[config.mk]
export PLATFORM = sky130hd
export DESIGN_NAME = bresenham_line_dashed_core_flat
export DESIGN_NICKNAME = d
export VERILOG_FILES = /design/src/sv/bld_pkg.sv /design/src/sv/bld_if.sv /design/src/sv/bld_walk.sv /design/src/sv/bresenham_line_dashed_core.sv /design/src/flat_wrapper.sv
export SDC_FILE = /design/constraint.sdc
export NUM_CORES = 1
export LEC_CHECK = 0
export BUFFER_PORTS_ARGS = -buffer_cell sky130_fd_sc_hd__buf_4
export CORE_MARGIN = 2
export CORE_UTILIZATION = 30
export CTS_BUF_LIST = sky130_fd_sc_hd__clkbuf_4 sky130_fd_sc_hd__clkbuf_8 sky130_fd_sc_hd__clkbuf_16
export DETAILED_ROUTE_END_ITERATION = 7
export PLACE_DENSITY = 0.54
export SLEW_MARGIN = 20
export SYNTH_ARGS = -nofsm -noshare
export SYNTH_HDL_FRONTEND = slang
export SYNTH_HIERARCHICAL = 1
export SYNTH_SLANG_ARGS = --single-unit
[constraint.sdc]
create_clock -name clk -period 5.47 [get_ports clk]
set_input_delay 0.8205 -clock clk [delete_from_list [all_inputs] [get_ports clk]]
set_output_delay 0.8205 -clock clk [all_outputs]
set_load 0.02 [all_outputs]
[src/sv/bld_pkg.sv]
// Shared types and constants for the dashed Bresenham line walker.
package bld_pkg;

	localparam int COORD_BITS = 12;
	localparam int ERR_BITS = COORD_BITS + 3;
	localparam int DASH_BITS = 8;
	localparam int CFG_IDX_BITS = 1;
	localparam int CFG_DATA_BITS = DASH_BITS;

	typedef logic [COORD_BITS-1:0] coord_t;
	typedef logic signed [ERR_BITS-1:0] err_t;
	typedef logic [DASH_BITS-1:0] dash_t;

	// Operation codes on the opcode field
	typedef enum logic {
		OP_START = 1'b0,
		OP_STEP  = 1'b1
	} op_t;

	// Configuration register indexes
	localparam logic [CFG_IDX_BITS-1:0] CFG_DASH_ON_LENGTH = 1'b0;
	localparam logic [CFG_IDX_BITS-1:0] CFG_DASH_PERIOD    = 1'b1;

	localparam dash_t DASH_ON_RESET = 8'd5;
	localparam dash_t DASH_PERIOD_RESET = 8'd8;

	// Line walker state
	typedef struct packed {
		coord_t walk_x;
		coord_t walk_y;
		coord_t major_end;
		coord_t delta_major;
		coord_t delta_minor;
		err_t   error_term;
		logic   major_is_x;
		logic   minor_decrement;
		dash_t  dash_count;
		logic   dash_enabled;
		logic   line_active;
	} walk_state_t;

	// Result word
	typedef struct packed {
		coord_t pixel_x;
		coord_t pixel_y;
		logic   visible;
		logic   last_pixel;
		logic   idle;
	} pix_result_t;

	// Dash settings seen by the walker
	typedef struct packed {
		dash_t dash_on_length;
		dash_t dash_period;
	} dash_cfg_t;

endpackage

[src/sv/bld_if.sv]
// Valid/ready channel interfaces for command words and pixel words.
interface bld_in_if;
	logic             valid;
	logic             ready;
	logic             opcode;
	bld_pkg::coord_t  x_start;
	bld_pkg::coord_t  y_start;
	bld_pkg::coord_t  x_end;
	bld_pkg::coord_t  y_end;
	logic             dashed;

	modport source (output valid, opcode, x_start, y_start, x_end, y_end, dashed,
		input ready);
	modport sink (input valid, opcode, x_start, y_start, x_end, y_end, dashed,
		output ready);
endinterface

interface bld_out_if;
	logic             valid;
	logic             ready;
	bld_pkg::coord_t  pixel_x;
	bld_pkg::coord_t  pixel_y;
	logic             visible;
	logic             last_pixel;
	logic             idle;

	modport source (output valid, pixel_x, pixel_y, visible, last_pixel, idle,
		input ready);
	modport sink (input valid, pixel_x, pixel_y, visible, last_pixel, idle,
		output ready);
endinterface

[src/sv/bld_walk.sv]
// Next-state and result logic for one command word of the line walker.
module bld_walk (
	input  bld_pkg::walk_state_t st,
	input  logic                 opcode,
	input  bld_pkg::coord_t      x_start,
	input  bld_pkg::coord_t      y_start,
	input  bld_pkg::coord_t      x_end,
	input  bld_pkg::coord_t      y_end,
	input  logic                 dashed,
	input  bld_pkg::dash_cfg_t   cfg,
	output bld_pkg::walk_state_t nxt,
	output bld_pkg::pix_result_t res
);

	bld_pkg::coord_t dx, dy;
	logic            maj_x, swap;
	bld_pkg::coord_t x0, y0, x1, y1;
	bld_pkg::coord_t dmaj, dmin;
	bld_pkg::coord_t new_x, new_y, new_major;
	logic            step_minor;
	bld_pkg::dash_t  cnt_inc, cnt_next;
	logic            is_last;

	// Start setup: major axis, endpoint order, deltas
	always_comb begin
		dx = (x_start >= x_end) ? x_start - x_end : x_end - x_start;
		dy = (y_start >= y_end) ? y_start - y_end : y_end - y_start;
		maj_x = (dx >= dy);
		swap = maj_x ? (x_start > x_end) : (y_start > y_end);
		x0 = swap ? x_end : x_start;
		y0 = swap ? y_end : y_start;
		x1 = swap ? x_start : x_end;
		y1 = swap ? y_start : y_end;
		dmaj = maj_x ? dx : dy;
		dmin = maj_x ? dy : dx;
	end

	// One Bresenham step from the held state
	always_comb begin
		step_minor = (st.error_term >= 0);
		new_x = st.walk_x;
		new_y = st.walk_y;
		if (st.major_is_x) begin
			new_x = st.walk_x + 1'b1;
			if (step_minor)
				new_y = st.minor_decrement ? st.walk_y - 1'b1 : st.walk_y + 1'b1;
		end else begin
			new_y = st.walk_y + 1'b1;
			if (step_minor)
				new_x = st.minor_decrement ? st.walk_x - 1'b1 : st.walk_x + 1'b1;
		end
		new_major = st.major_is_x ? new_x : new_y;
		is_last = (new_major == st.major_end);
		// dash counter wraps at the period, or at 256 when the period is zero
		cnt_inc = st.dash_count + 1'b1;
		cnt_next = (cfg.dash_period != '0 && cnt_inc >= cfg.dash_period) ? '0 : cnt_inc;
	end

	// Select by opcode
	always_comb begin
		nxt = st;
		res = '0;
		if (opcode == bld_pkg::OP_START) begin
			nxt.walk_x = x0;
			nxt.walk_y = y0;
			nxt.major_end = maj_x ? x1 : y1;
			nxt.delta_major = dmaj;
			nxt.delta_minor = dmin;
			nxt.major_is_x = maj_x;
			nxt.minor_decrement = maj_x ? (y1 < y0) : (x1 < x0);
			nxt.error_term = $signed({2'b00, dmin, 1'b0}) - $signed({3'b000, dmaj});
			nxt.dash_count = '0;
			nxt.dash_enabled = dashed;
			nxt.line_active = (dmaj != '0);
			res.pixel_x = x0;
			res.pixel_y = y0;
			res.visible = !dashed || (cfg.dash_on_length != '0);
			res.last_pixel = (dmaj == '0);
		end else if (!st.line_active) begin
			res.idle = 1'b1;
		end else begin
			nxt.walk_x = new_x;
			nxt.walk_y = new_y;
			if (step_minor)
				nxt.error_term = st.error_term
					+ ($signed({2'b00, st.delta_minor, 1'b0})
					- $signed({2'b00, st.delta_major, 1'b0}));
			else
				nxt.error_term = st.error_term + $signed({2'b00, st.delta_minor, 1'b0});
			nxt.dash_count = cnt_next;
			nxt.line_active = !is_last;
			res.pixel_x = new_x;
			res.pixel_y = new_y;
			res.visible = !st.dash_enabled || (cnt_next < cfg.dash_on_length);
			res.last_pixel = is_last;
		end
	end

endmodule

[src/sv/bresenham_line_dashed_core.sv]
// Top level of the dashed Bresenham line walker.
// Each command word is handled as follows: a start word sets up a line and returns its
// first pixel, a step word returns the next pixel (or an idle word when no line is
// active), and words may arrive back to back at one per clock while in_ch.ready is
// high. The rate is set by the combinational error-term update between the walker
// state registers. Results go out through a two-word output buffer, so the input
// side takes one more word after the output stalls; in_ch.ready does not depend on
// out_ch.ready. Config port writes are registered and apply to later words.
module bresenham_line_dashed_core (
	input  logic                               clk,
	input  logic                               arst_n,
	input  logic                               cfg_we,
	input  logic [bld_pkg::CFG_IDX_BITS-1:0]   cfg_index,
	input  logic [bld_pkg::CFG_DATA_BITS-1:0]  cfg_data,
	bld_in_if.sink                             in_ch,
	bld_out_if.source                          out_ch
);

	bld_pkg::walk_state_t st_q, st_nxt;
	bld_pkg::dash_cfg_t   cfg_q;
	bld_pkg::pix_result_t res;
	bld_pkg::pix_result_t out_q, skid_q;
	logic                 out_valid_q, skid_valid_q;
	logic                 accept, take;

	assign accept = in_ch.valid && in_ch.ready;
	assign take = out_valid_q && out_ch.ready;
	assign in_ch.ready = !skid_valid_q;

	bld_walk u_walk (
		.st      (st_q),
		.opcode  (in_ch.opcode),
		.x_start (in_ch.x_start),
		.y_start (in_ch.y_start),
		.x_end   (in_ch.x_end),
		.y_end   (in_ch.y_end),
		.dashed  (in_ch.dashed),
		.cfg     (cfg_q),
		.nxt     (st_nxt),
		.res     (res)
	);

	// Configuration registers
	always_ff @(posedge clk or negedge arst_n) begin
		if (!arst_n) begin
			cfg_q.dash_on_length <= bld_pkg::DASH_ON_RESET;
			cfg_q.dash_period <= bld_pkg::DASH_PERIOD_RESET;
		end else if (cfg_we) begin
			unique case (cfg_index)
				bld_pkg::CFG_DASH_ON_LENGTH: cfg_q.dash_on_length <= cfg_data;
				bld_pkg::CFG_DASH_PERIOD:    cfg_q.dash_period <= cfg_data;
				default: ;
			endcase
		end
	end

	// Walker state
	always_ff @(posedge clk or negedge arst_n) begin
		if (!arst_n)
			st_q <= '0;
		else if (accept)
			st_q <= st_nxt;
	end

	// Output buffer control
	always_ff @(posedge clk or negedge arst_n) begin
		if (!arst_n) begin
			out_valid_q <= 1'b0;
			skid_valid_q <= 1'b0;
		end else if (accept) begin
			if (!out_valid_q || take)
				out_valid_q <= 1'b1;
			else
				skid_valid_q <= 1'b1;
		end else if (take) begin
			if (skid_valid_q)
				skid_valid_q <= 1'b0;
			else
				out_valid_q <= 1'b0;
		end
	end

	// Output buffer words
	always_ff @(posedge clk) begin
		if (accept) begin
			if (!out_valid_q || take)
				out_q <= res;
			else
				skid_q <= res;
		end else if (take && skid_valid_q) begin
			out_q <= skid_q;
		end
	end

	assign out_ch.valid = out_valid_q;
	assign out_ch.pixel_x = out_q.pixel_x;
	assign out_ch.pixel_y = out_q.pixel_y;
	assign out_ch.visible = out_q.visible;
	assign out_ch.last_pixel = out_q.last_pixel;
	assign out_ch.idle = out_q.idle;

endmodule
[src/flat_wrapper.sv]
// flat-port wrapper written by rule: the top's interface ports become plain ports
module bresenham_line_dashed_core_flat 
  (clk, arst_n, cfg_we, cfg_index, cfg_data, in_ch_valid, in_ch_opcode, in_ch_x_start, in_ch_y_start, in_ch_x_end, in_ch_y_end, in_ch_dashed, in_ch_ready, out_ch_valid, out_ch_pixel_x, out_ch_pixel_y, out_ch_visible, out_ch_last_pixel, out_ch_idle, out_ch_ready);
  bld_in_if in_ch_i ();
  bld_out_if out_ch_i ();
  input  logic clk;
  input  logic arst_n;
  input  logic cfg_we;
  input  logic [bld_pkg::CFG_IDX_BITS-1:0] cfg_index;
  input  logic [bld_pkg::CFG_DATA_BITS-1:0] cfg_data;
  input wire logic [$bits(in_ch_i.valid)-1:0] in_ch_valid;
  input wire logic [$bits(in_ch_i.opcode)-1:0] in_ch_opcode;
  input wire logic [$bits(in_ch_i.x_start)-1:0] in_ch_x_start;
  input wire logic [$bits(in_ch_i.y_start)-1:0] in_ch_y_start;
  input wire logic [$bits(in_ch_i.x_end)-1:0] in_ch_x_end;
  input wire logic [$bits(in_ch_i.y_end)-1:0] in_ch_y_end;
  input wire logic [$bits(in_ch_i.dashed)-1:0] in_ch_dashed;
  output wire logic [$bits(in_ch_i.ready)-1:0] in_ch_ready;
  output wire logic [$bits(out_ch_i.valid)-1:0] out_ch_valid;
  output wire logic [$bits(out_ch_i.pixel_x)-1:0] out_ch_pixel_x;
  output wire logic [$bits(out_ch_i.pixel_y)-1:0] out_ch_pixel_y;
  output wire logic [$bits(out_ch_i.visible)-1:0] out_ch_visible;
  output wire logic [$bits(out_ch_i.last_pixel)-1:0] out_ch_last_pixel;
  output wire logic [$bits(out_ch_i.idle)-1:0] out_ch_idle;
  input wire logic [$bits(out_ch_i.ready)-1:0] out_ch_ready;
  assign in_ch_i.valid = in_ch_valid;
  assign in_ch_i.opcode = in_ch_opcode;
  assign in_ch_i.x_start = in_ch_x_start;
  assign in_ch_i.y_start = in_ch_y_start;
  assign in_ch_i.x_end = in_ch_x_end;
  assign in_ch_i.y_end = in_ch_y_end;
  assign in_ch_i.dashed = in_ch_dashed;
  assign in_ch_ready = in_ch_i.ready;
  assign out_ch_valid = out_ch_i.valid;
  assign out_ch_pixel_x = out_ch_i.pixel_x;
  assign out_ch_pixel_y = out_ch_i.pixel_y;
  assign out_ch_visible = out_ch_i.visible;
  assign out_ch_last_pixel = out_ch_i.last_pixel;
  assign out_ch_idle = out_ch_i.idle;
  assign out_ch_i.ready = out_ch_ready;
  bresenham_line_dashed_core u_core (.clk(clk), .arst_n(arst_n), .cfg_we(cfg_we), .cfg_index(cfg_index), .cfg_data(cfg_data), .in_ch(in_ch_i), .out_ch(out_ch_i));
endmodule
# Word-level counts from Yosys, hierarchy flattened
# Index checks and enable logic that the tools add are counted.
# word_totals
regBits,159
output_inout_bits,29
elab_cells,124
inputBits,64
# op_classes
n_reduce_logical,26
eq_ne,5
magnitude_cmp,10
add_sub_neg,13
muxes,42
n_bitwise,3
# ops
cell,n
12-bit 2-to-1 mux,16
27-bit 2-to-1 mux,3
26-bit 2-to-1 mux,2
24-bit 2-to-1 mux,2
12-bit subtractor,4
15-bit 2-to-1 mux,3
12-bit >= comparator,3
15-bit by 14-bit adder with 15-bit output,2
12-bit by 1-bit adder with 12-bit output (second input constant),2
12-bit > comparator,2
12-bit less-than comparator,2
8-bit 2-to-1 mux,3
12-bit by 1-bit subtractor with 12-bit output (second input constant),2
8-bit nonzero test,2
15-bit by 1-bit >= comparator with 1-bit output (second input constant),1
2-bit AND reduction,7
13-bit by 12-bit subtractor with 14-bit output,1
13-bit by 13-bit subtractor with 14-bit output,1
1-bit 2-to-1 mux,13
12-bit == test,1
12-bit logical NOT,1
12-bit nonzero test,1
8-bit by 1-bit adder with 8-bit output (second input constant),1
8-bit >= comparator,1
9 further kinds,23

# Depth between registers and ports, before layout
# Gate-level depths: netlist of run 1.
# logic_depth
depth_word,10
mapped_depth,36
mapped_depth_nobuf,33

# Cells and area by module
# Netlist of run 1, hierarchy kept.
# by_module_without_submodules
module,cells_per_inst,area_per_inst_um2,n_inst
bld_walk,1353,8657.1,1
bresenham_line_dashed_core,316,5939.4,1

# Worst setup path before layout of run 1
# Ideal clock, no wire load.
# synth_path
kind,input -> register
start,in in_ch_y_start[0]
end,reg u_core/st_q[20] (netlist name)
n_path_buf,4
setup_time_ps,125
path_slack_ps,-1953
cell_stages,35
arrival_ps,7298
cell_sequence,inv_1 > ha_1 > inv_1 > fa_1 > nand3_1 > a211oi_2 > a2111oi_4 > buf_2 > mux2_1 > nor3_1 > o21a_1 > xnor2_1 > inv_1 > ha_1 > a21o_1 > a21o_1 > a21oi_1 > o21ai_1 > buf_1 > inv_1 > buf_1 > clkbuf_1 > nand2_1 > o21ai_0 > fa_1 > inv_1 > a21o_1 > maj3_1 > o22ai_2 > maj3_1 > o21ai_1 > a21oi_1 > xor2_1 > o21ai_1 > mux2_2
# synth_lines
element,line_no,rtl
from (decl),flat_wrapper.sv:14,input wire logic [$bits(in_ch_i.y_start)-1:0] in_ch_y_start;
to (signal assigned),bresenham_line_dashed_core.sv:62,st_q <= st_nxt;
to (decl),bresenham_line_dashed_core.sv:19,"bld_pkg::walk_state_t st_q, st_nxt;"

==> run summary, run 1 <==
For the level count of the clock H-tree, the log shows 4. For the number of global-route vias before repair, the log shows 13,900. Minimum setup slack in the final design: -0.789 ns. The worst register-to-register path begins at u_core/st_q[27]. Of the cells placed in the final design, the portion with a size suffix greater than 1 is 42.5%. Across all register-to-register paths, the minimum setup slack is 0.77 ns. Setup repair after global routing could not meet its margin everywhere. Counting stages on the worst path, the most repeated cell is sky130_fd_sc_hd__a21o_1. The number of antenna violations at the first check in global routing is 0, and the number of iterations in the first detailed-routing pass is 5. TritonCTS built the clock tree. The tools report the number of clock buffers inserted by TritonCTS as 17.

The later pin in the worst-skew pair is clocked with a latency of 0.46 ns. For the full die area, the log shows 0.0503 sq mm. For the cell area reported after detailed placement, the log shows 0.0185 sq mm. In this run the critical register-to-register path is captured at u_core/st_q[26]. The measured slew at the worst slew-check pin is 1.07 ns, and the synthesized area divided by synthesized cell count is 8.74 sq um. The number of clock sinks seen by CTS was 158; the global router's overall resource usage was 18.7%.

The run gives 0 as the post-route antenna net violation count. The longest clock path from root to sink contains 2 buffers. From bottom edge to top edge, the die measures 224 microns.

The number of antenna diodes in the final layout is 0. The worst vdd rail ir drop is 0.000320 V, and the path length in cells of the critical path is 31. After routing the design area is 0.0209 sq mm. The cell area that synthesis handed to floorplanning was 0.0146 sq mm. The start-to-end type of the worst setup path is in2reg. The critical path capture point is u_core/st_q[21]. The number of nets in the final layout was 2,276. In this run the horizontal extent of the chip is 224 microns. The effective utilization at floorplan was 30.4%. The first global-routing pass estimated 75,100 microns of wire. The flow ran to the end, but the final reports show violations.

The library cell used most frequently in the layout, excluding fill and tap cells, is sky130_fd_sc_hd__buf_4. Entering global routing, the biggest net connects 60 pins. The initialized floorplan defines 80 standard-cell rows. The CTS clock-pin slew for the worst setup and hold paths came out at 0.07 ns. Dividing the detail-routed wire length by the instance count gives 17.2 microns.

STA puts the critical path data required time at 5.81 ns. In this run the static leakage power is 9.59 nW. Detailed routing inserted a total of 13,800 vias. Compared with the post-synthesis result, the final layout area differs by 43.5%.

The synthesized instance count was 1,665. Buffers inserted to repair hold after CTS numbered 0. The top cell types in the final layout, fill and taps aside, are 468 x sky130_fd_sc_hd__buf_4, 138 x sky130_fd_sc_hd__nand2_1, 122 x sky130_fd_sc_hd__mux2_2.

Counting both buffers and inverters, the worst setup path holds a total of 6. The cell class contributing the biggest share of worst-path delay is compound AO/OA/AOI/OAI gates. The most critical setup path has its startpoint at in_ch_y_start[9]. The power density over cell area is 595 mW/mm^2, and the count of maximum capacitance violations is 0. 93 I/O pins were placed. Dividing the final minimum period by the clock period gives 114%.

Counting cells, the worst reg-to-reg path comes to 23. In this run the tightest slew margin relative to its limit is 29.0%. Setup violations remaining at the end of the flow were counted as 79.

The core region is 0.0478 sq mm. For this block, the initial DRC count from the detailed router was 749. The tools report the HPWL after detailed placement as 35,500 microns. The worst min-delay path class is in2async.

After detailed routing, the number of remaining DRC violations is 0. The tree is rooted in a sky130_fd_sc_hd__clkbuf_16. Global routing finished with a remaining overflow of 0. Between clock sinks in the finished design, the worst skew comes to 0.00851 ns.

In this run the worst path has a maximum fanout of 5. The tools report the startpoint type of the worst setup path as an input pin. The number of input and output port buffers inserted is 92. Critical path's slowest cell: sky130_fd_sc_hd__a2111oi_4. The number of warnings issued by yosys was 6. In this design, the stage delay of the slowest critical-path cell is 0.37 ns.

The run gives 0 as the final max-slew violation count. The run gives 4,673 as the count of filler cells inserted in the layout. Counting every net in the synthesized netlist gives 1,848. The routed design has 46,900 microns of wire. The tools report the highest clock rate as 0.160 GHz. The checks that failed: negative setup slack. Final period demand of the worst path: 6.26 ns.

The tools report the element type at the critical path end as a flip-flop. Data on the critical path arrives at its endpoint at 6.60 ns. The number of hold violations in the final report was 0; the placer congestion estimate was 0.928. Dividing the detail-routed via count by the number of cells gives 5.07.

Final hold analysis gives a worst-case slack of 0.402 ns.
## layer usage
metal / GRT usage (%) / vias to the layer above / routed length, microns
met2: 30.4 / 270 / 21700
met4: 4.76 / 0 / 864
met3: 3.08 / 48 / 1810
li1: - / 6814 / -
met5: 0 / - / 0
met1: 25.9 / 6659 / 22600
## layout make-up
type	count	area [sq um]	share of cell area, %
multi-input combinational	1283	10800	51.6
sequential	158	4230	20.2
timing repair buffer	506	4020	19.3
tap	615	769	3.68
inverter	127	498	2.38
clock buffer	17	425	2.04
clock inverter	15	169	0.809
## metrics by stage
| stage | util, % | std cells | worst slack (ns) | total power, mW | setup TNS, ns |
|---|---|---|---|---|---|
| 2_1_floorplan | - | 1665 | -1.14 | 7.22 | -23.87 |
| 3_3_place_gp | 38.6 | 2634 | -1.30 | 9.67 | -81.17 |
| 3_5_place_dp | 38.6 | 2634 | -1.37 | 9.84 | -86.26 |
| 4_1_cts | 42.4 | 2714 | -0.666 | 11.9 | -14.90 |
| 5_1_grt | 43.6 | 2721 | -1.01 | 13.4 | -34.41 |
| 6_report | 43.6 | 2721 | -0.789 | 12.4 | -19.17 |
## report_power, final
part           switching [mW]  total [mW]  internal [mW]
Sequential              0.486        2.23           1.74
Combinational            4.44        8.97           4.54
Clock                   0.567        1.22          0.651
## flip-flops by register name, summed over array words and instances, names as in the netlist
register                  cells
u_core/cfg_q                 16
u_core/out_ch.idle            1
u_core/out_ch.last_pixel      1
u_core/out_ch.pixel_x        12
u_core/out_ch.pixel_y        12
u_core/out_ch.valid           1
u_core/out_ch.visible         1
u_core/skid_q                27
u_core/skid_valid_q           1
u_core/st_q                  86
## timing repair
action / 4_1_cts / 5_1_grt
endpoints found under the setup margin: 98 / 106
setup buffers: 54 / 12
pin swaps: 70 / 50
resized for setup: 192 / 118
cloned: 1 / 0
## worst min-delay path by stage
stage | from | end | slack, ns | cells after the start
floorplan | u_core/st_q[0] | u_core/st_q[0] | 0.48 | 1
global placement | u_core/st_q[44] | u_core/st_q[44] | 0.49 | 1
detailed placement | u_core/st_q[50] | u_core/st_q[50] | 0.50 | 1
CTS | arst_n | u_core/st_q[72] | 0.43 | 1
global route | arst_n | u_core/st_q[72] | 0.47 | 1
finish | arst_n | u_core/st_q[71] | 0.40 | 1
No activity file was read; power rests on OpenSTA's default activity.
==> run 2: changes to the inputs <==
GPL_TIMING_DRIVEN = 0   (was unset)
SYNTH_HIERARCHICAL = unset   (was 1)
==> run summary, run 2 <==
The minimum setup slack among reg-to-reg paths came out at 0.74 ns (-0.03 ns). The run gives 929 (+24%) as the iteration-0 DRC count of the detailed router. The final reports fail on negative setup slack. The worst vdd rail ir drop came out at 0.000284 V (-11%). The logs give 2,431 (-7.7%) for the number of placed instances with taps included and 158 (unchanged) for the number of clock sinks seen by CTS. The die width is 218 microns (-2.6%). For the final setup violation count, the log shows 47 (-41%).

STA classifies the critical path startpoint as an input pin. The tools report the element type at the critical path end as a flip-flop. After Yosys synthesis, full adders, half adders and majority gates account for 11.2% of the synthesized area. Among all flip-flop cells after synthesis, the most frequent one is sky130_fd_sc_hd__dfrtp_1. The cell sitting at the root of the clock tree is a sky130_fd_sc_hd__clkbuf_16.

The post-synthesis cell area is 0.0138 sq mm (-5.2%). The tools report the number of antenna violations at the first check in global routing as 1 (+1). The number of nets in the synthesized netlist was 1,916 (+3.7%). The library cells used most frequently in the layout, excluding fill and tap cells, are 276 x sky130_fd_sc_hd__nand2_1, 153 x sky130_fd_sc_hd__buf_4, 116 x sky130_fd_sc_hd__o21ai_0. Post-route antenna net violation count: 0 (unchanged).

The final core utilization was 40.1% (-3.6 points). Most common cell after layout, fill and taps aside: sky130_fd_sc_hd__nand2_1. Length in cells of the worst reg-to-reg path: 19 (-17%). The run finished, with violations left. Insertion delay of the later-clocked pin in the worst-skew pair: 0.46 ns (about the same). The synthesized design contains 158 register bits. In this run, distinct cell masters in the synthesized netlist total 89. The tightest min-delay check is of the in2async type. The number of hold violations in the final report was 0 (unchanged); the aggregate global routing overflow was 0 (unchanged). The detailed-route via count came out at 13,400 (-2.5%). The largest incremental delay on the critical path is 0.51 ns (+0.14 ns), and the number of iterations in the first detailed-routing pass is 5 (unchanged).

The tools report the sum of internal, switching and leakage power as 11.0 mW (-12%). The top cell type by area accounts for 18.3% of the synthesized area. The number of warnings issued by yosys was 0 (-6); the CTS clock-pin slew for the worst setup and hold paths was 0.07 ns (about the same). The measured slew at the worst slew-check pin came out at 0.999 ns (-0.0660 ns). Wire length of the first global-routing pass: 76,200 microns (+1.5%). The worst register-to-register path begins at u_core.st_q[26].

The number of flip-flops in the largest register came out at 86 (unchanged). The die height is 218 microns (-2.6%). The synthesized area divided by synthesized cell count works out to 7.95 sq um (-9.1%). The most common cell in the synthesized netlist is sky130_fd_sc_hd__nand2_1. The number of clock buffers inserted by TritonCTS was 17 (unchanged); the floorplan row count was 78 (-2.5%). The logs give 0 (unchanged) for the count of maximum capacitance violations and 49,800 microns (+6.3%) for the wire length after detailed routing. The number of ports placed on the die boundary came out at 93 (unchanged). The number of global-route vias before repair was 13,100 (-5.8%); the placeable core region was 0.0454 sq mm (-5.2%).

The run gives 2 (unchanged) as the number of buffers on the longest clock path. The detail-routed via count per cell was 5.30 (+4.5%). The global router's overall resource usage is 20.8% (+2.1 points).

The number of hold buffers added after CTS is 0 (unchanged). The headroom to the max-slew limit is 33.4% (+4.4 points), and the placer congestion estimate is 0.935 (+0.76%). The largest total area in the synthesized netlist belongs to sky130_fd_sc_hd__dfrtp_1. Multiplexer fraction of the synthesized cell area: 3.22%. Of the total synthesized cell area, the portion taken by XOR and XNOR cells is 6.45%. The antenna cell count is 0 (unchanged). The maximum net fanout on the critical path came out at 10 (+5).

TritonCTS built the clock tree. After synthesis, the most frequently instantiated cells are 284 x sky130_fd_sc_hd__nand2_1, 150 x sky130_fd_sc_hd__o21ai_0, 133 x sky130_fd_sc_hd__nor2_1, 125 x sky130_fd_sc_hd__inv_1, 123 x sky130_fd_sc_hd__a21oi_1. Per-cell routed wire length: 19.6 microns (+14%).

Counting flops with a built-in enable in the synthesized netlist gives 54. The full die area came out at 0.0477 sq mm (-5.1%). The highest clock rate is 0.144 GHz (-9.8%). The run gives 5.80 ns (about the same) as the data required time at the worst endpoint.

Leakage power summed over all cells: 7.82 nW (-19%). The final period demand of the worst path was 6.94 ns (+0.682 ns). The run gives 0 (unchanged) as the final max-slew violation count.

Largest net degree at the start of global routing: 73 (+22%). The count of unresolved DRC violations after routing is 0 (unchanged), and the number of input and output port buffers inserted is 92 (unchanged). The final clock skew is 0.0156 ns (+0.00707 ns), and the power density over cell area is 603 mW/mm^2 (+1.4%). The layout overhead on the synthesized area is 31.8%. The run gives 2,105 (-7.5%) as the number of nets in the final layout. The start-to-end type of the worst setup path is in2reg.

The synthesized instance count was 1,737 (+4.3%). The simple logic cell fraction of the synthesized area came out at 18.7%. By area, the combinational part of the netlist is dominated by compound AO/OA/AOI/OAI gates. Setup repair after global routing could not meet its margin everywhere.

The endpoint identified for the worst register-to-register timing path is u_core.st_q[25]. Ranked by flip-flop count, first place goes to u_core.st_q. The effective utilization at floorplan came out at 30.4% (about the same). The share of the Yosys chip area taken by registers is 30.6%. In the final layout, the registers with the most flip-flops are u_core.st_q x86, u_core.skid_q x27, u_core.cfg_q x16.

The minimum setup slack in the final design was -1.47 ns (-0.682 ns); the area fraction in compound gates after synthesis was 23.3%. The level count of the clock H-tree was 4 (unchanged). The critical path's slowest cell was sky130_fd_sc_hd__xnor2_1. Yosys attributes the largest share of cell area to sky130_fd_sc_hd__dfrtp_1 18%, sky130_fd_sc_hd__edfxtp_1 12%, sky130_fd_sc_hd__ha_1 9.8%. The ratio of cells with drive above 1 in the final layout came out at 24.5% (-18 points). The share of synthesized registers carrying an async set or reset is 65.8%.

The logs give 2,539 (-6.7%) for the number of standard cells in the final layout excluding fillers and 7.28 ns (+0.68 ns) for the endpoint arrival time on the critical path. The HPWL after detailed placement was 38,100 microns (+7.2%); the final clock period utilization by the worst path was 127% (+12 points).
[run 2: layout make-up]
| cell class | instances | area [sq um] |
|---|---|---|
| Timing Repair Buffer | 174 | 1440 |
| Clock inverter | 15 | 138 |
| Tap cell | 600 | 751 |
| Buffer | 95 | 664 |
| Clock buffer | 17 | 425 |
| Fill cell | 4599 | 27200 |
| Multi-Input combinational cell | 1353 | 10000 |
| Inverter | 127 | 502 |
| Sequential cell | 158 | 4230 |
[run 2: kinds of logic (layout without fill, tap and decap cells)]
group           count (synthesis)  in the layout
compound gates                503            503
mux                            42             42
xor+xnor                       99             99
buf+inv                       226            428
fa+ha+maj                     120            120
flops                         158            158
simple gates                  589            589
[run 2: how the worst max path moves through the flow]
stage / from / to / slack (ns) / cells past startpoint
2_1_floorplan: in_ch_y_start[5] / u_core.st_q[25] / -1.38 / 33
3_3_place_gp: in_ch_y_end[0] / u_core.st_q[26] / -3.36 / 31
3_5_place_dp: in_ch_y_end[0] / u_core.st_q[25] / -3.46 / 31
4_1_cts: in_ch_y_start[0] / u_core.st_q[23] / -1.46 / 36
5_1_grt: in_ch_y_end[9] / u_core.st_q[25] / -1.68 / 34
6_report: in_ch_y_start[0] / u_core.st_q[25] / -1.47 / 34
[run 2: routing by layer]
| metal | vias up | global-route usage (%) | wire, microns |
|---|---|---|---|
| met1 | 6529 | 28.7 | 23000 |
| met5 | - | 0 | 11 |
| li1 | 6475 | - | - |
| met2 | 380 | 33.0 | 22700 |
| met4 | 2 | 7.98 | 1440 |
| met3 | 63 | 2.53 | 2660 |
[run 2: report_power, final]
group	internal [mW]	switching, mW
clock	0.631	0.540
combinational	3.32	4.50
sequential	1.72	0.260
total	5.67	5.30
[run 2: timing repair]
item                       CTS  global route
gates cloned                 0             1
resized for setup          211           139
setup buffers               54            25
setup endpoints to repair  124           102
pin swaps                   77            65
[run 2: worst max-delay path: cells and delay by family]
| family | cells | cell delay [ns] |
|---|---|---|
| AO/OA/AOI/OAI | 12 | 2.39 |
| XOR/XNOR | 1 | 0.51 |
| adder cells (fa/ha/maj) | 5 | 1.43 |
| buffers and inverters | 10 | 1.32 |
| multiplexers | 2 | 0.33 |
| AND/OR/NAND/NOR | 4 | 0.44 |
[run 2: metrics by stage]
stage | setup slack (ns) | hold slack, ns | setup TNS (ns) | instance area (sq um)
floorplan | -1.38 | 0.440 | -13.88 | 14000
global placement | -3.36 | 0.460 | -257.25 | 15500
detailed placement | -3.46 | 0.466 | -259.68 | 15500
CTS | -1.46 | 0.264 | -15.28 | 17500
global route | -1.68 | 0.280 | -25.75 | 18200
finish | -1.47 | 0.252 | -17.46 | 18200
==> run 3: changes to the inputs <==
PLACE_DENSITY = 0.57   (was 0.54)
TNS_END_PERCENT = 20   (was unset)
clock period = 6.6 ns   (was 5.47 ns; I/O delays follow)
==> run summary, run 3 (synthesis results as in run 2) <==
For the aggregate global routing overflow, the log shows 0 (unchanged). Setup repair after global routing could not meet its margin everywhere. The number of buffers on the longest clock path was 2 (unchanged); the effective utilization at floorplan was 30.4% (unchanged).

The sum of routed wire segments on met1 came out at 22,500 microns (-2.3%). Layout overhead on the synthesized area: 25.4%. The startpoint type of the worst setup path is an input pin. For the number of ports placed on the die boundary, the log shows 93 (unchanged).

The largest registers in the layout are u_core.st_q x86, u_core.skid_q x27, u_core.cfg_q x16. The portion of total power attributed to the clock network is 12.3% (+1.6 points). TritonCTS built the clock tree. The wire length after detailed routing is 48,400 microns (-2.9%). The number of input and output port buffers inserted is 92 (unchanged), and the power share of the combinational group is 68.6% (-2.7 points). The count of filler cells inserted in the layout was 4,680 (+1.8%); the data required time at the worst endpoint was 6.91 ns (+1.11 ns).

The final clock skew came out at 0.0147 ns (-0.000871 ns). The final clock period utilization by the worst path is 107%. For the area used by multi-input combinational logic, the log shows 0.00949 sq mm (-5.5%). The HPWL after detailed placement was 37,300 microns (-2.2%).

In this run the worst hold path is classified as reg2reg. The relative contribution of sequential cells to total power was 19.0% (+1.0 points). Among the stages of the critical path, the cell type that occurs most often is sky130_fd_sc_hd__ha_4.

For the floorplan row count, the log shows 78 (unchanged). Most common cell after layout, fill and taps aside: sky130_fd_sc_hd__nand2_1. Largest register by flop count: u_core.st_q. The cell area reported after detailed placement was 0.0155 sq mm (-0.17%); the largest incremental delay on the critical path was 0.42 ns (-0.09 ns). The logs give 158 (unchanged) for the number of clock sinks seen by CTS and 7.55 nW (-3.3%) for the leakage power summed over all cells. The measured slew at the worst slew-check pin was 1.00 ns (+0.00443 ns); the insertion delay of the later-clocked pin in the worst-skew pair was 0.44 ns (-0.02 ns). The CTS clock-pin slew for the worst setup and hold paths is 0.08 ns (about the same). The clock tree root driver cell was sky130_fd_sc_hd__clkbuf_16. The endpoint arrival time on the critical path is 7.37 ns (+0.09 ns). The final max-slew violation count was 0 (unchanged); the wire length of the first global-routing pass was 75,100 microns (-1.5%). The die width is 218 microns (unchanged), and the post-layout instance area is 0.0173 sq mm (-4.9%).

The switching part of the total works out to 48.5% (+0.15 points). The final setup violation count was 9 (-81%); the detailed-route via count was 13,400 (-0.16%). For the worst vdd rail ir drop, the log shows 0.000240 V (-15%).

The highest layer touched by signal routing is met4. The run gives 0.925 (-1.1%) as the placer congestion estimate. Antenna cell count: 0 (unchanged). For the count of maximum capacitance violations, the log shows 0 (unchanged). Per-cell routed wire length: 19.2 microns (-2.2%).

Final core utilization: 38.1% (-1.9 points). Die height: 218 microns (unchanged). The total negative setup slack is -2.88 ns (+14.58 ns), and the full die area is 0.0477 sq mm (unchanged). The minimum setup slack in the final design is -0.464 ns (+1.01 ns), and the placeable core region is 0.0454 sq mm (unchanged). In the layout the commonest cells are 280 x sky130_fd_sc_hd__nand2_1, 150 x sky130_fd_sc_hd__buf_4, 141 x sky130_fd_sc_hd__o21ai_0. Number of clock buffers inserted by TritonCTS: 17 (unchanged). The tools report the number of nets in the final layout as 2,085 (-0.95%). The detail-routed via count per cell is 5.33 (+0.64%).

The number of buffer and inverter instances along the worst setup path is 9 (-1), and the headroom to the max-slew limit is 32.8% (-0.54 points). The maximum net fanout on the critical path is 5 (-5). The worst path in the final design needs a cycle of 7.06 ns, including I/O delays and setup. The run gives 8.63 mW (-21%) as the sum of internal, switching and leakage power. The largest net degree at the start of global routing was 105 (+44%). The net switching power was 4.18 mW (-21%); the number of antenna violations at the first check in global routing was 0 (-1).

Grouping stages by cell kind, the critical path spends the most delay in compound AO/OA/AOI/OAI gates. The number of hold violations in the final report is 0 (unchanged), and the number of flip-flops in the largest register is 86 (unchanged). The logs give 1,163 (+25%) for the iteration-0 DRC count of the detailed router and 0 (unchanged) for the number of hold buffers added after CTS. The tools report the element type at the critical path end as a flip-flop. The number of iterations in the first detailed-routing pass came out at 6 (+1).

The count of unresolved DRC violations after routing is 0 (unchanged), and the final-layout worst hold slack is 0.475 ns (+0.223 ns). The total length of routed met3 wires is 2640 microns (-0.49%). The area taken by flip-flops and latches is 0.00423 sq mm (unchanged), and the level count of the clock H-tree is 4 (unchanged). The run gives 0.142 GHz as the highest clock rate.

The ratio of cells with drive above 1 in the final layout is 19.5% (-5.0 points). The flow ran to the end, but the final reports show violations. The post-route antenna net violation count was 0 (unchanged); the wire length on met2 was 21,900 microns (-3.7%). The critical path is of the in2reg type.

The tools report the number of global-route vias before repair as 13,200 (+0.77%). Critical path's slowest cell: sky130_fd_sc_hd__fa_2. For the internal power, the log shows 4.45 mW (-22%).

The power density over cell area was 499 mW/mm^2 (-17%). Global router's overall resource usage: 20.3% (-0.49 points). The final reports fail on negative setup slack.
[run 3: cell count changes in the layout (fill, tap and decap cells not counted), sizes merged]
cell      previous run  this run
inv                130       132
buf                208       183
clkinv               8         6
bufinv               1         3
clkinvlp             3         1
clkbuf              78        83
[run 3: final timing paths]
kind	startpoint	to	slack (ns)	cells past startpoint
max in group asynchronous	arst_n	u_core.st_q[72]	5.31	1
max reg2reg	u_core.st_q[26]	u_core.st_q[25]	1.91	19
min in group asynchronous	arst_n	u_core.cfg_q[13]	0.65	1
min reg2reg	u_core.st_q[1]	u_core.st_q[1]	0.48	2
max	in_ch_y_start[0]	u_core.st_q[26]	-0.46	36
min	u_core.st_q[1]	u_core.st_q[1]	0.48	2
[run 3: through the flow]
step                      cells  setup WS [ns]
final                      2519         -0.464
after global routing       2519         -0.672
after CTS                  2511         -0.385
after detailed placement   2430          -2.41
after global placement     2429          -2.34
after floorplan            1737         -0.423
[run 3: power by group through the flow]
stage	logic [mW]	clock network, mW	registers, mW
after floorplan	3.59	0	1.70
after global placement	5.04	0	1.66
after detailed placement	5.13	0	1.66
after CTS	5.66	1.08	1.64
after global routing	6.45	1.12	1.69
final	5.92	1.07	1.64
[run 3: what timing repair did]
| item | in CTS | in global routing |
|---|---|---|
| pin swaps | 57 | 44 |
| buffers inserted | 52 | 12 |
| setup endpoints to repair | 106 | 54 |
| gates resized for setup | 117 | 40 |
[run 3: per-layer routing]
layer	vias to the layer above	track usage, %
li1	6444	-
met1	6527	28.2
met2	394	32.0
met3	63	3.01
met4	0	6.89
met5	-	0
[run 3: area by class of cell]
type | instances | area share (%)
Buffer | 95 | 2.92
Sequential cell | 158 | 24.4
Multi-Input combinational cell | 1353 | 54.8
Timing Repair Buffer | 154 | 6.99
Clock buffer | 17 | 2.46
Clock inverter | 15 | 1.16
Inverter | 127 | 2.87
Tap cell | 600 | 4.34
[run 3: worst min-delay path, stage by stage (launching register included)]
cell	delay [ns]
sky130_fd_sc_hd__dfrtp_1	0.34
sky130_fd_sc_hd__nand2_1	0.05
sky130_fd_sc_hd__nand2_1	0.05
